`src/rtl/core/modular_inverse_ext_euclid_defines.svh`:
```
// Assertion macros shared by the modular inverse RTL.
`ifndef MODULAR_INVERSE_EXT_EUCLID_DEFINES_SVH
`define MODULAR_INVERSE_EXT_EUCLID_DEFINES_SVH

// Same-cycle implication, sampled on clock and disabled while reset is high.
`define MIE_CHECK_NOW(label, ante, cons) \
   label: assert property (@(posedge clock) disable iff (reset) (ante) |-> (cons)) \
      else $error("mie: same-cycle check failed");

// Next-cycle implication, sampled on clock and disabled while reset is high.
`define MIE_CHECK_NEXT(label, ante, cons) \
   label: assert property (@(posedge clock) disable iff (reset) (ante) |=> (cons)) \
      else $error("mie: next-cycle check failed");

`endif

```
`src/rtl/core/mie_pkg.sv`:
```
// Shared types for the modular inverse block: sequencer states and divider status.
package mie_pkg;

   typedef enum logic [4:0] {
      ST_IDLE  = 5'b00001,
      ST_START = 5'b00010,
      ST_DIV   = 5'b00100,
      ST_UPD   = 5'b01000,
      ST_FIN   = 5'b10000
   } state_type;

   typedef struct packed {
      logic busy;
      logic done;
      logic rem_zero;
   } div_status_type;

endpackage

```
`src/rtl/core/mie_divider.sv`:
```
// Shift-subtract divider that also accumulates two coefficient products.
`include "modular_inverse_ext_euclid_defines.svh"

module mie_divider #(
   parameter int WIDTH = 31
) (
   input  logic                    clock,
   input  logic                    reset,
   input  logic                    start,
   input  logic [WIDTH-1:0]        dividend,
   input  logic [WIDTH-1:0]        divisor,
   input  logic [WIDTH:0]          coeff_a,
   input  logic [WIDTH:0]          coeff_b,
   output mie_pkg::div_status_type status,
   output logic [WIDTH-1:0]        rem,
   output logic [WIDTH:0]          acc_a,
   output logic [WIDTH:0]          acc_b
);

   localparam int CW = $clog2(WIDTH);
   localparam logic [CW-1:0] LAST = CW'(WIDTH - 1);

   logic [WIDTH:0]   rem_ff, rem_in, rem_sh;
   logic [WIDTH+1:0] diff;
   logic [WIDTH-1:0] dvd_ff;
   logic [WIDTH:0]   acc_a_ff, acc_a_in, acc_b_ff, acc_b_in;
   logic [CW-1:0]    cnt_ff;
   logic             busy_ff, done_ff, qbit;

   // One restoring-division step; the quotient bit also drives a Horner
   // accumulation of coeff * quotient, wrapping at WIDTH+1 bits.
   always_comb begin
      rem_sh   = {rem_ff[WIDTH-1:0], dvd_ff[WIDTH-1]};
      diff     = {1'b0, rem_sh} - {2'b00, divisor};
      qbit     = ~diff[WIDTH+1];
      rem_in   = qbit ? diff[WIDTH:0] : rem_sh;
      acc_a_in = {acc_a_ff[WIDTH-1:0], 1'b0} + (qbit ? coeff_a : '0);
      acc_b_in = {acc_b_ff[WIDTH-1:0], 1'b0} + (qbit ? coeff_b : '0);
   end

   always_ff @(posedge clock) begin
      if (reset) begin
         busy_ff <= 1'b0;
         done_ff <= 1'b0;
         cnt_ff  <= '0;
      end else begin
         done_ff <= 1'b0;
         if (start) begin
            busy_ff <= 1'b1;
            cnt_ff  <= '0;
         end else if (busy_ff) begin
            cnt_ff <= cnt_ff + 1'b1;
            if (cnt_ff == LAST) begin
               busy_ff <= 1'b0;
               done_ff <= 1'b1;
            end
         end
      end
   end

   always_ff @(posedge clock) begin
      if (start) begin
         rem_ff   <= '0;
         dvd_ff   <= dividend;
         acc_a_ff <= '0;
         acc_b_ff <= '0;
      end else if (busy_ff) begin
         rem_ff   <= rem_in;
         dvd_ff   <= {dvd_ff[WIDTH-2:0], 1'b0};
         acc_a_ff <= acc_a_in;
         acc_b_ff <= acc_b_in;
      end
   end

   assign status.busy     = busy_ff;
   assign status.done     = done_ff;
   assign status.rem_zero = (rem_ff == '0);
   assign rem             = rem_ff[WIDTH-1:0];
   assign acc_a           = acc_a_ff;
   assign acc_b           = acc_b_ff;

   `MIE_CHECK_NOW(a_done_not_busy, done_ff, !busy_ff)
   `MIE_CHECK_NEXT(a_done_pulse, done_ff, !done_ff)
   `MIE_CHECK_NOW(a_rem_below_divisor, done_ff, rem_ff < {1'b0, divisor})

endmodule

```
`src/rtl/core/modular_inverse_ext_euclid.sv`:
```
// Top level of the extended Euclidean gcd and modular inverse block.
//
//   channel | direction | beat contents
//   --------+-----------+-----------------------------------------------------------
//   req_    | in        | operand_a, modulus
//   rsp_    | out       | gcd_value, coeff_x, coeff_y, inverse, has_inverse
//
// One beat is worked on at a time; req_ready is high only while the sequencer is idle.
// Each Euclid round passes the start state, WIDTH shift-subtract steps of the shared
// divider, the divider's done pulse and then the update state, or the finish state
// after the last round; a zero operand_a or modulus goes straight to the finish state.
// The result waits in an output register, so a stalled rsp_ channel only holds the
// sequencer in its finish state once the next result is ready.
// Reset is synchronous and clears the sequencer and the output valid flag.
`include "modular_inverse_ext_euclid_defines.svh"

module modular_inverse_ext_euclid #(
   parameter int WIDTH = 31
) (
   input  logic                    clock,
   input  logic                    reset,
   input  logic                    req_valid,
   output logic                    req_ready,
   input  logic [WIDTH-1:0]        req_operand_a,
   input  logic [WIDTH-1:0]        req_modulus,
   output logic                    rsp_valid,
   input  logic                    rsp_ready,
   output logic [WIDTH-1:0]        rsp_gcd_value,
   output logic signed [WIDTH:0]   rsp_coeff_x,
   output logic signed [WIDTH:0]   rsp_coeff_y,
   output logic [WIDTH-1:0]        rsp_inverse,
   output logic                    rsp_has_inverse
);

   mie_pkg::state_type      state_ff, state_in;
   mie_pkg::div_status_type div_status;

   // Remainder pair and the Bezout coefficient pairs of the larger operand (x)
   // and the smaller operand (y).
   logic [WIDTH-1:0] r0_ff, r0_in, r1_ff, r1_in;
   logic [WIDTH:0]   x0_ff, x0_in, x1_ff, x1_in, y0_ff, y0_in, y1_ff, y1_in;
   logic             swap_ff, swap_in, nz_ff, nz_in;
   logic [WIDTH-1:0] mod_ff, mod_in;
   logic [WIDTH-1:0] res_g_ff, res_g_in;
   logic [WIDTH:0]   res_x_ff, res_x_in, res_y_ff, res_y_in;

   logic             rsp_valid_ff, rsp_valid_in, rsp_load;
   logic [WIDTH-1:0] rsp_gcd_ff, rsp_inv_ff;
   logic [WIDTH:0]   rsp_x_ff, rsp_y_ff;
   logic             rsp_flag_ff;

   logic             div_start, accept;
   logic [WIDTH-1:0] div_rem;
   logic [WIDTH:0]   acc_x, acc_y;
   logic [WIDTH-1:0] inv_calc;
   logic             flag_calc;

   mie_divider #(.WIDTH(WIDTH)) u_div (
      .clock    (clock),
      .reset    (reset),
      .start    (div_start),
      .dividend (r0_ff),
      .divisor  (r1_ff),
      .coeff_a  (x1_ff),
      .coeff_b  (y1_ff),
      .status   (div_status),
      .rem      (div_rem),
      .acc_a    (acc_x),
      .acc_b    (acc_y)
   );

   assign req_ready = (state_ff == mie_pkg::ST_IDLE);
   assign accept    = req_valid && req_ready;

   // With gcd one, the coefficient of operand_a lies strictly between -modulus
   // and modulus, so folding it into [0, modulus) needs one add at most.
   assign flag_calc = nz_ff && (res_g_ff == WIDTH'(1));
   assign inv_calc  = res_x_ff[WIDTH] ? (mod_ff + res_x_ff[WIDTH-1:0]) : res_x_ff[WIDTH-1:0];

   always_comb begin
      state_in     = state_ff;
      r0_in        = r0_ff;
      r1_in        = r1_ff;
      x0_in        = x0_ff;
      x1_in        = x1_ff;
      y0_in        = y0_ff;
      y1_in        = y1_ff;
      swap_in      = swap_ff;
      nz_in        = nz_ff;
      mod_in       = mod_ff;
      res_g_in     = res_g_ff;
      res_x_in     = res_x_ff;
      res_y_in     = res_y_ff;
      div_start    = 1'b0;
      rsp_load     = 1'b0;
      rsp_valid_in = rsp_valid_ff && !rsp_ready;

      case (state_ff)
         mie_pkg::ST_IDLE: begin
            if (accept) begin
               mod_in = req_modulus;
               if (req_modulus == '0) begin
                  // Zero modulus: gcd is operand_a itself, no inverse.
                  res_g_in = req_operand_a;
                  res_x_in = (WIDTH+1)'(1);
                  res_y_in = '0;
                  nz_in    = 1'b0;
                  state_in = mie_pkg::ST_FIN;
               end else if (req_operand_a == '0) begin
                  res_g_in = req_modulus;
                  res_x_in = '0;
                  res_y_in = (WIDTH+1)'(1);
                  nz_in    = 1'b0;
                  state_in = mie_pkg::ST_FIN;
               end else begin
                  // Larger operand goes first; on a tie operand_a is the larger.
                  swap_in  = req_operand_a < req_modulus;
                  r0_in    = swap_in ? req_modulus : req_operand_a;
                  r1_in    = swap_in ? req_operand_a : req_modulus;
                  x0_in    = (WIDTH+1)'(1);
                  x1_in    = '0;
                  y0_in    = '0;
                  y1_in    = (WIDTH+1)'(1);
                  nz_in    = 1'b1;
                  state_in = mie_pkg::ST_START;
               end
            end
         end
         mie_pkg::ST_START: begin
            div_start = 1'b1;
            state_in  = mie_pkg::ST_DIV;
         end
         mie_pkg::ST_DIV: begin
            if (div_status.done) begin
               if (div_status.rem_zero) begin
                  // r1 divides r0: r1 is the gcd and (x1, y1) the coefficients.
                  res_g_in = r1_ff;
                  res_x_in = swap_ff ? y1_ff : x1_ff;
                  res_y_in = swap_ff ? x1_ff : y1_ff;
                  state_in = mie_pkg::ST_FIN;
               end else begin
                  state_in = mie_pkg::ST_UPD;
               end
            end
         end
         mie_pkg::ST_UPD: begin
            r0_in    = r1_ff;
            r1_in    = div_rem;
            x0_in    = x1_ff;
            x1_in    = x0_ff - acc_x;
            y0_in    = y1_ff;
            y1_in    = y0_ff - acc_y;
            state_in = mie_pkg::ST_START;
         end
         mie_pkg::ST_FIN: begin
            if (!rsp_valid_ff || rsp_ready) begin
               rsp_load     = 1'b1;
               rsp_valid_in = 1'b1;
               state_in     = mie_pkg::ST_IDLE;
            end
         end
         default: begin
            state_in = mie_pkg::ST_IDLE;
         end
      endcase
   end

   always_ff @(posedge clock) begin
      if (reset) begin
         state_ff     <= mie_pkg::ST_IDLE;
         rsp_valid_ff <= 1'b0;
      end else begin
         state_ff     <= state_in;
         rsp_valid_ff <= rsp_valid_in;
      end
   end

   always_ff @(posedge clock) begin
      r0_ff    <= r0_in;
      r1_ff    <= r1_in;
      x0_ff    <= x0_in;
      x1_ff    <= x1_in;
      y0_ff    <= y0_in;
      y1_ff    <= y1_in;
      swap_ff  <= swap_in;
      nz_ff    <= nz_in;
      mod_ff   <= mod_in;
      res_g_ff <= res_g_in;
      res_x_ff <= res_x_in;
      res_y_ff <= res_y_in;
      if (rsp_load) begin
         rsp_gcd_ff  <= res_g_ff;
         rsp_x_ff    <= res_x_ff;
         rsp_y_ff    <= res_y_ff;
         rsp_inv_ff  <= flag_calc ? inv_calc : '0;
         rsp_flag_ff <= flag_calc;
      end
   end

   assign rsp_valid       = rsp_valid_ff;
   assign rsp_gcd_value   = rsp_gcd_ff;
   assign rsp_coeff_x     = $signed(rsp_x_ff);
   assign rsp_coeff_y     = $signed(rsp_y_ff);
   assign rsp_inverse     = rsp_inv_ff;
   assign rsp_has_inverse = rsp_flag_ff;

   `MIE_CHECK_NOW(a_div_nonzero, state_ff == mie_pkg::ST_DIV, r1_ff != '0)
   `MIE_CHECK_NOW(a_flag_gcd_one, rsp_valid_ff && rsp_flag_ff, rsp_gcd_ff == WIDTH'(1))
   `MIE_CHECK_NEXT(a_fin_holds, (state_ff == mie_pkg::ST_FIN) && rsp_valid_ff && !rsp_ready,
                   state_ff == mie_pkg::ST_FIN)

endmodule
```
`config.mk`:
```
export PLATFORM = sky130hd
export DESIGN_NAME = modular_inverse_ext_euclid
export DESIGN_NICKNAME = d
export VERILOG_FILES = /design/src/rtl/core/mie_pkg.sv /design/src/rtl/core/mie_divider.sv /design/src/rtl/core/modular_inverse_ext_euclid.sv
export VERILOG_INCLUDE_DIRS = /design/src /design/src/rtl/core
export SDC_FILE = /design/constraint.sdc
export NUM_CORES = 1
export LEC_CHECK = 0
export BUFFER_PORTS_ARGS = -buffer_cell sky130_fd_sc_hd__buf_2
export CORE_MARGIN = 5
export CORE_UTILIZATION = 45
export CTS_CLUSTER_DIAMETER = 200
export CTS_CLUSTER_SIZE = 24
export DETAILED_ROUTE_END_ITERATION = 12
export GPL_ROUTABILITY_DRIVEN = 0
export PLACE_DENSITY_LB_ADDON = 0.15
export SYNTH_ARGS = -nofsm -noshare
export SYNTH_HDL_FRONTEND = slang
export SYNTH_SLANG_ARGS = --single-unit
```
`constraint.sdc`:
```
create_clock -name clock -period 34.5 [get_ports clock]
set_clock_uncertainty 0.15 [all_clocks]
set_input_delay 0 -clock clock [delete_from_list [all_inputs] [get_ports clock]]
set_output_delay 0 -clock clock [all_outputs]
set_load 0.02 [all_outputs]
```
* Yosys cells after proc, flatten, opt, wreduce, memory -nomap -nowiden
Cells that the tools add are included.
** Word-level totals
- Input bits :: 66
- Word-level logic and storage cells :: 133
- Register bits after elaboration :: 585
** Operators by class
- Muxes and demuxes :: 63
- Order comparisons :: 1
- Eq/ne operators :: 14
- Bitwise logic cells :: 3
- Reduce and logical (&&, ||, !) cells :: 19
- Add/subtract/negate cells :: 7
** Operator list (count)
- two-way mux 32 bit :: 21
- two-way mux 31 bit :: 16
- one-hot mux 32 bit (2 select lines) :: 6
- one-hot mux 31 bit (2 select lines) :: 3
- adder 32 bit :: 2
- subtractor 32 bit :: 2
- logical NOT 31 bit :: 2
- subtractor 32 x 31 -> 33 bit :: 1
- logical NOT 32 bit :: 1
- adder 31 bit :: 1
- == test 31 x 1 -> 1 bit, second input constant :: 1
- less-than comparator 31 bit :: 1
- two-way mux 5 bit :: 6
- one-hot mux 5 bit (5 select lines) :: 1
- == test 5 bit, second input constant :: 2
- two-way mux 1 bit :: 10
- inequality test 2 bit, second input constant :: 4
- AND reduction 4 bit :: 2
- nonzero test 2 bit :: 3
- adder 5 x 1 -> 5 bit, second input constant :: 1
- == test 5 x 1 -> 1 bit, second input constant :: 1
- == test 5 x 2 -> 1 bit, second input constant :: 1
- == test 5 x 3 -> 1 bit, second input constant :: 1
- == test 5 x 4 -> 1 bit, second input constant :: 1
- other kinds (11) :: 17

* Depth between registers and ports, before layout
- Depth after elaboration :: 6
- Gate-level depth with buffers :: 24
- Depth with buffers taken out :: 22

* Hierarchy
A second synthesis with hierarchy kept.
** Second synthesis, totals
- Cell total of the unflattened synthesis :: 3313
- Area total of the unflattened synthesis :: 34038.9 µm²
** Modules (own cells, without submodules)
- modular_inverse_ext_euclid :: times used 1, area each 23510.0 µm², cells each 2041, sequential area each 13482.9 µm²
- mie_divider :: times used 1, area each 10528.8 µm², cells each 1272, sequential area each 2992.9 µm²

* Least setup slack after synthesis
OpenSTA, ideal clock, no wires.
- Path kind :: reg-to-reg
- Start :: register state_ff[4]
- End :: register r0_ff[0] (enable)
- Path slack :: 19.117 ns
- Cell stages (with the launch flop) :: 5
- Setup time :: 1.004 ns
- Data arrival time :: 14.228 ns
- Cells stage by stage :: dfxtp_1 -> nor2_1 -> and3_1 -> nand2_1 -> o21ai_0
** Between the ends
- Cells in the longest elaborated chain, start to end :: 4
- Elaborated cells on any way between the ends :: 8
** Ends and longest elaborated chain
- from (decl) :: line modular_inverse_ext_euclid.sv:35 : mie_pkg::state_type state_ff, state_in;
- from (signal assigned) :: line modular_inverse_ext_euclid.sv:170 : state_ff <= mie_pkg::ST_IDLE;
- from (signal assigned) :: line modular_inverse_ext_euclid.sv:173 : state_ff <= state_in;
- == test 5 x 1 -> 1 bit * :: line modular_inverse_ext_euclid.sv:72 : assign req_ready = (state_ff == mie_pkg::ST_IDLE);
- via req_ready :: line modular_inverse_ext_euclid.sv:23 : output logic req_ready,
- logical AND 1 bit :: line modular_inverse_ext_euclid.sv:73 : assign accept = req_valid && req_ready;
- inequality test 2 x 1 -> 1 bit (no line)
- AND reduction 4 bit (no line) *
- to (signal assigned) :: line modular_inverse_ext_euclid.sv:179 : r0_ff <= r0_in;
- to (decl) :: line modular_inverse_ext_euclid.sv:40 : logic [WIDTH-1:0] r0_ff, r0_in, r1_ff, r1_in;
The timed path passes the listed nets; every way through them passes the cells marked *.
A chain may end at the register's enable or synchronous reset.

* Final worst setup path
- Start :: register r1_ff[0]
- End :: register u_div.acc_b_ff[31] (netlist: u_div.acc_b[31])
** Between the ends
- Cells in the longest elaborated chain, start to end :: 3
** Ends and longest elaborated chain
- from (decl) :: line modular_inverse_ext_euclid.sv:40
- from (signal assigned) :: line modular_inverse_ext_euclid.sv:180 : r1_ff <= r1_in;
- subtractor 32 x 31 -> 33 bit :: line mie_divider.sv:34 : diff = {1'b0, rem_sh} - {2'b00, divisor};
- two-way mux 32 bit :: line mie_divider.sv:38 : acc_b_in = {acc_b_ff[WIDTH-1:0], 1'b0} + (qbit ? coeff_b : '0);
- adder 32 bit :: line mie_divider.sv:38
- to (signal assigned) :: line mie_divider.sv:71 : acc_b_ff <= acc_b_in;
- to (decl) :: line mie_divider.sv:26 : logic [WIDTH:0] acc_a_ff, acc_a_in, acc_b_ff, acc_b_in;
Every way passes these cells.

==> impl_metrics.toml <==
[final_layout]
layout_common_cells = "edfxtp_1 (476), nor2_1 (475), a21oi_1 (305)"
final_common_cell = "edfxtp_1"
fillers = 6905
syn_to_final_growth_pct = 9.94
fin_nets = 3861
drive_gt1_frac = 0.0818
finalNonFillerCells = 4571
post-route-util = 0.500

[pwr]
p_total_mw = 2.26
p_int_mw = 1.40
swShare = 0.381
leakage_nw = 15.0
seq_power_share = 0.403
p_per_area_nw_per_um2 = 60.4
comb_power_share = 0.423
pwr-share-clk = 0.174
p_sw_mw = 0.860
ir_drop_mv = 0.0552

[drt]
drc = 0
routed-wl-met2_um = 43900
num_vias = 26200
wl_per_cell_um = 21.1
wl_um = 96500
wl_met1_um = 43800
wl_met3_um = 5660
drt_iter0_drc = 2315
highest_layer = "met5"
drtPass1Iterations = 7
ant_nets = 0
viasPerCell = 5.74

[cts]
clkTransAtPathRegs_ps = 100
clock_latency_ps = 640
root_buffer = "clkbuf_16"
cts-buffers-inserted = 28
clock-sinks = 585
cts_tree = "done"
htree_levels = 1
cts-resized-gates = 0
cts.path.max_buffers = 3

[worst_setup_path]
startpoint_type = "flip-flop"
critPathKind = "flip-flop to flip-flop"
cp.required_ps = 34840
slowest_stage = "o21ai_0"
cp_num_buf_inv = 1
cpPeakStageDelay_ps = 640
worst-path-max-fanout = 55
arrival_ps = 6620
path_cells = "ha_1 -> fa_1 -> nor2b_1 -> o31ai_2 -> a21oi_1 -> o2111ai_1 -> a41oi_2 -> a211o_2 -> buf_4 -> and2_1 -> ha_1 -> fa_1 -> a21o_1 -> nand4_1 -> o211ai_1 -> nand3_1 -> o21ai_0 -> a2111oi_0 -> nor3_1 -> a31oi_1 -> xnor2_1 -> a21oi_1"
reg2reg_slack_ps = 28210
crit_family = "compound AO/OA/AOI/OAI gates"
end_kind = "flip-flop"

[synth]
netlist_area_um2 = 34000
post_synth_num_cell_types = 89
synth-edff-count = 476
synth_flop_cell = "edfxtp_1"
synth_seq_area_share = 0.485
synth_nets = 3698
synthCells = 3411
ys_ff_latch = 585
synth_warnings = 0
postSynthAreaPerCell_um2 = 9.96
synth-async-reset-ratio = 0

[worst_hold_path]
hp-class = "primary input to flip-flop"

[status]
outcome = "finished, final reports clean"

[sta]
drv_slew = 0
fin_crit_ps = 6290
setup_viol = 0
tns_ps = 0
fin_crit_sh = 0.182
max_freq_mhz = 159
hold_viol_final = 0
hold_ws_ps = 84.2
tightest_slew_ps = 1150
relSlewSlack = 0.233
rsz0062_at_grt = "false"

[floorplan]
io_pins = 195
core_area_um2 = 74700
die_w_um = 285
start_util = 0.455
dieArea_um2 = 81100
die_h_um = 285
row_count = 100

[placement]
io_buffer_count = 194
dp.cells = 4448
hpwl_um = 68400

[global_routing]
grt_pass1_vias = 25100
overflow = 0
grt_pass1_wl_um = 149000
grtUsageTotal = 0.229
antenna_found_initial = 8
grt_max_degree = 156

[run]
maxCapViolations = 0
==> Yosys cell counts, drive strengths merged (6+ instances only) <==
library cell,count,area [um^2]
xor2,59,517
dfxtp,109,2180
nor2,477,1790
nand4,42,263
a21oi,307,1550
xnor2,98,858
nand2,209,785
nor3b,6,45.0
fa,6,120
nor3,46,230
o211ai,14,110
nand3,33,165
o22ai,75,469
a211o,7,61.3
nor2b,31,194
and3,14,87.6
buf,43,199
o21a,31,233
edfxtp,476,14300
or2,9,56.3
a21o,74,557
a2111oi,7,67.6
a211oi,126,951
mux2i,130,1300
inv,177,664
ha,215,2690
or3,11,70.1
o21ai,133,669
nor4,35,219
nand2b,25,156
o31a,8,70.1
and4,7,63.8
o21bai,22,165
a31oi,26,163
o31ai,16,125
clkbuf,111,418
and2,129,807
==> kinds of logic after synthesis <==
kind of cell    count (synthesis)  share of synthesized area
compound gates                892                      0.165
fa+ha+maj                     221                     0.0827
simple gates                 1093                      0.150
xor+xnor                      157                     0.0405
buf+inv                       332                     0.0378
mux                           131                     0.0386
flops                         585                      0.485
==> per-stage QoR <==
stage / worst slack, ps / area, um^2
after detailed placement: 28200 / 35900
after global placement: 28340 / 35900
after global routing: 27670 / 37300
final: 28210 / 37400
after CTS: 28170 / 37300
after floorplan: 19120 / 34000
==> sequential cells by signal, indices dropped and copies added, names as in the netlist, 32 cells and up <==
signal	flops
res_y_ff	32
y1_ff	32
x1_ff	32
u_div.acc_b	32
rsp_coeff_y	32
x0_ff	32
u_div.rem_ff	32
y0_ff	32
u_div.acc_a	32
res_x_ff	32
rsp_coeff_x	32
==> timing repair <==
action | in CTS | in global routing
hold endpoints to repair | 148 | 0
buffers inserted | 0 | 0
hold buffers | 65 | 0
==> metal layers <==
| metal | track usage | vias to the layer above |
|---|---|---|
| li1 | - | 12800 |
| met1 | 0.328 | 12600 |
| met2 | 0.372 | 755 |
| met3 | 0.0236 | 142 |
| met4 | 0.0680 | 4 |
| met5 | 0 | - |
==> power by group through the flow <==
stage,combinational (mW),sequential (mW),clock (mW)
final,0.955,0.909,0.393
after CTS,0.951,0.908,0.405
after detailed placement,0.937,0.923,0
after floorplan,0.749,0.906,0
after global placement,0.938,0.923,0
after global routing,1.07,0.919,0.429
==> final timing paths <==
kind / to / from / cells after the start
worst max-delay path: u_div.acc_b[31]$_SDFFE_PP0P_ / r1_ff[0]$_DFFE_PP_ / 22
worst min-delay path: u_div.busy_ff$_SDFF_PP0_ / reset / 3
worst max register to register: u_div.acc_b[31]$_SDFFE_PP0P_ / r1_ff[0]$_DFFE_PP_ / 22
worst min register to register: rsp_coeff_y[16]$_DFFE_PP_ / res_y_ff[16]$_SDFFCE_PN0P_ / 0
==> layout make-up <==
type / count / area (um^2) / share of cell area
diodes: 6 / 15.0 / 0.000402
well taps: 969 / 1210 / 0.0325
inverters: 178 / 668 / 0.0179
multi-input cells: 2494 / 16300 / 0.437
clock buffers: 51 / 808 / 0.0216
repair buffers: 287 / 1840 / 0.0494
flip-flops and latches: 585 / 16500 / 0.441
clock inverters: 1 / 16.3 / 0.000435
==> worst reg2reg max path: cells and delay by family (launching register included) <==
family	cells	cell delay [ps]
DFF	1	430
xor gates and xnor gates	1	180
AOI/OAI and AO/OA	11	2730
buffers and inverters	1	510
and+or+nand+nor	5	1070
adders and majority gates	4	1060
No activity file was read; power rests on OpenSTA's default activity.
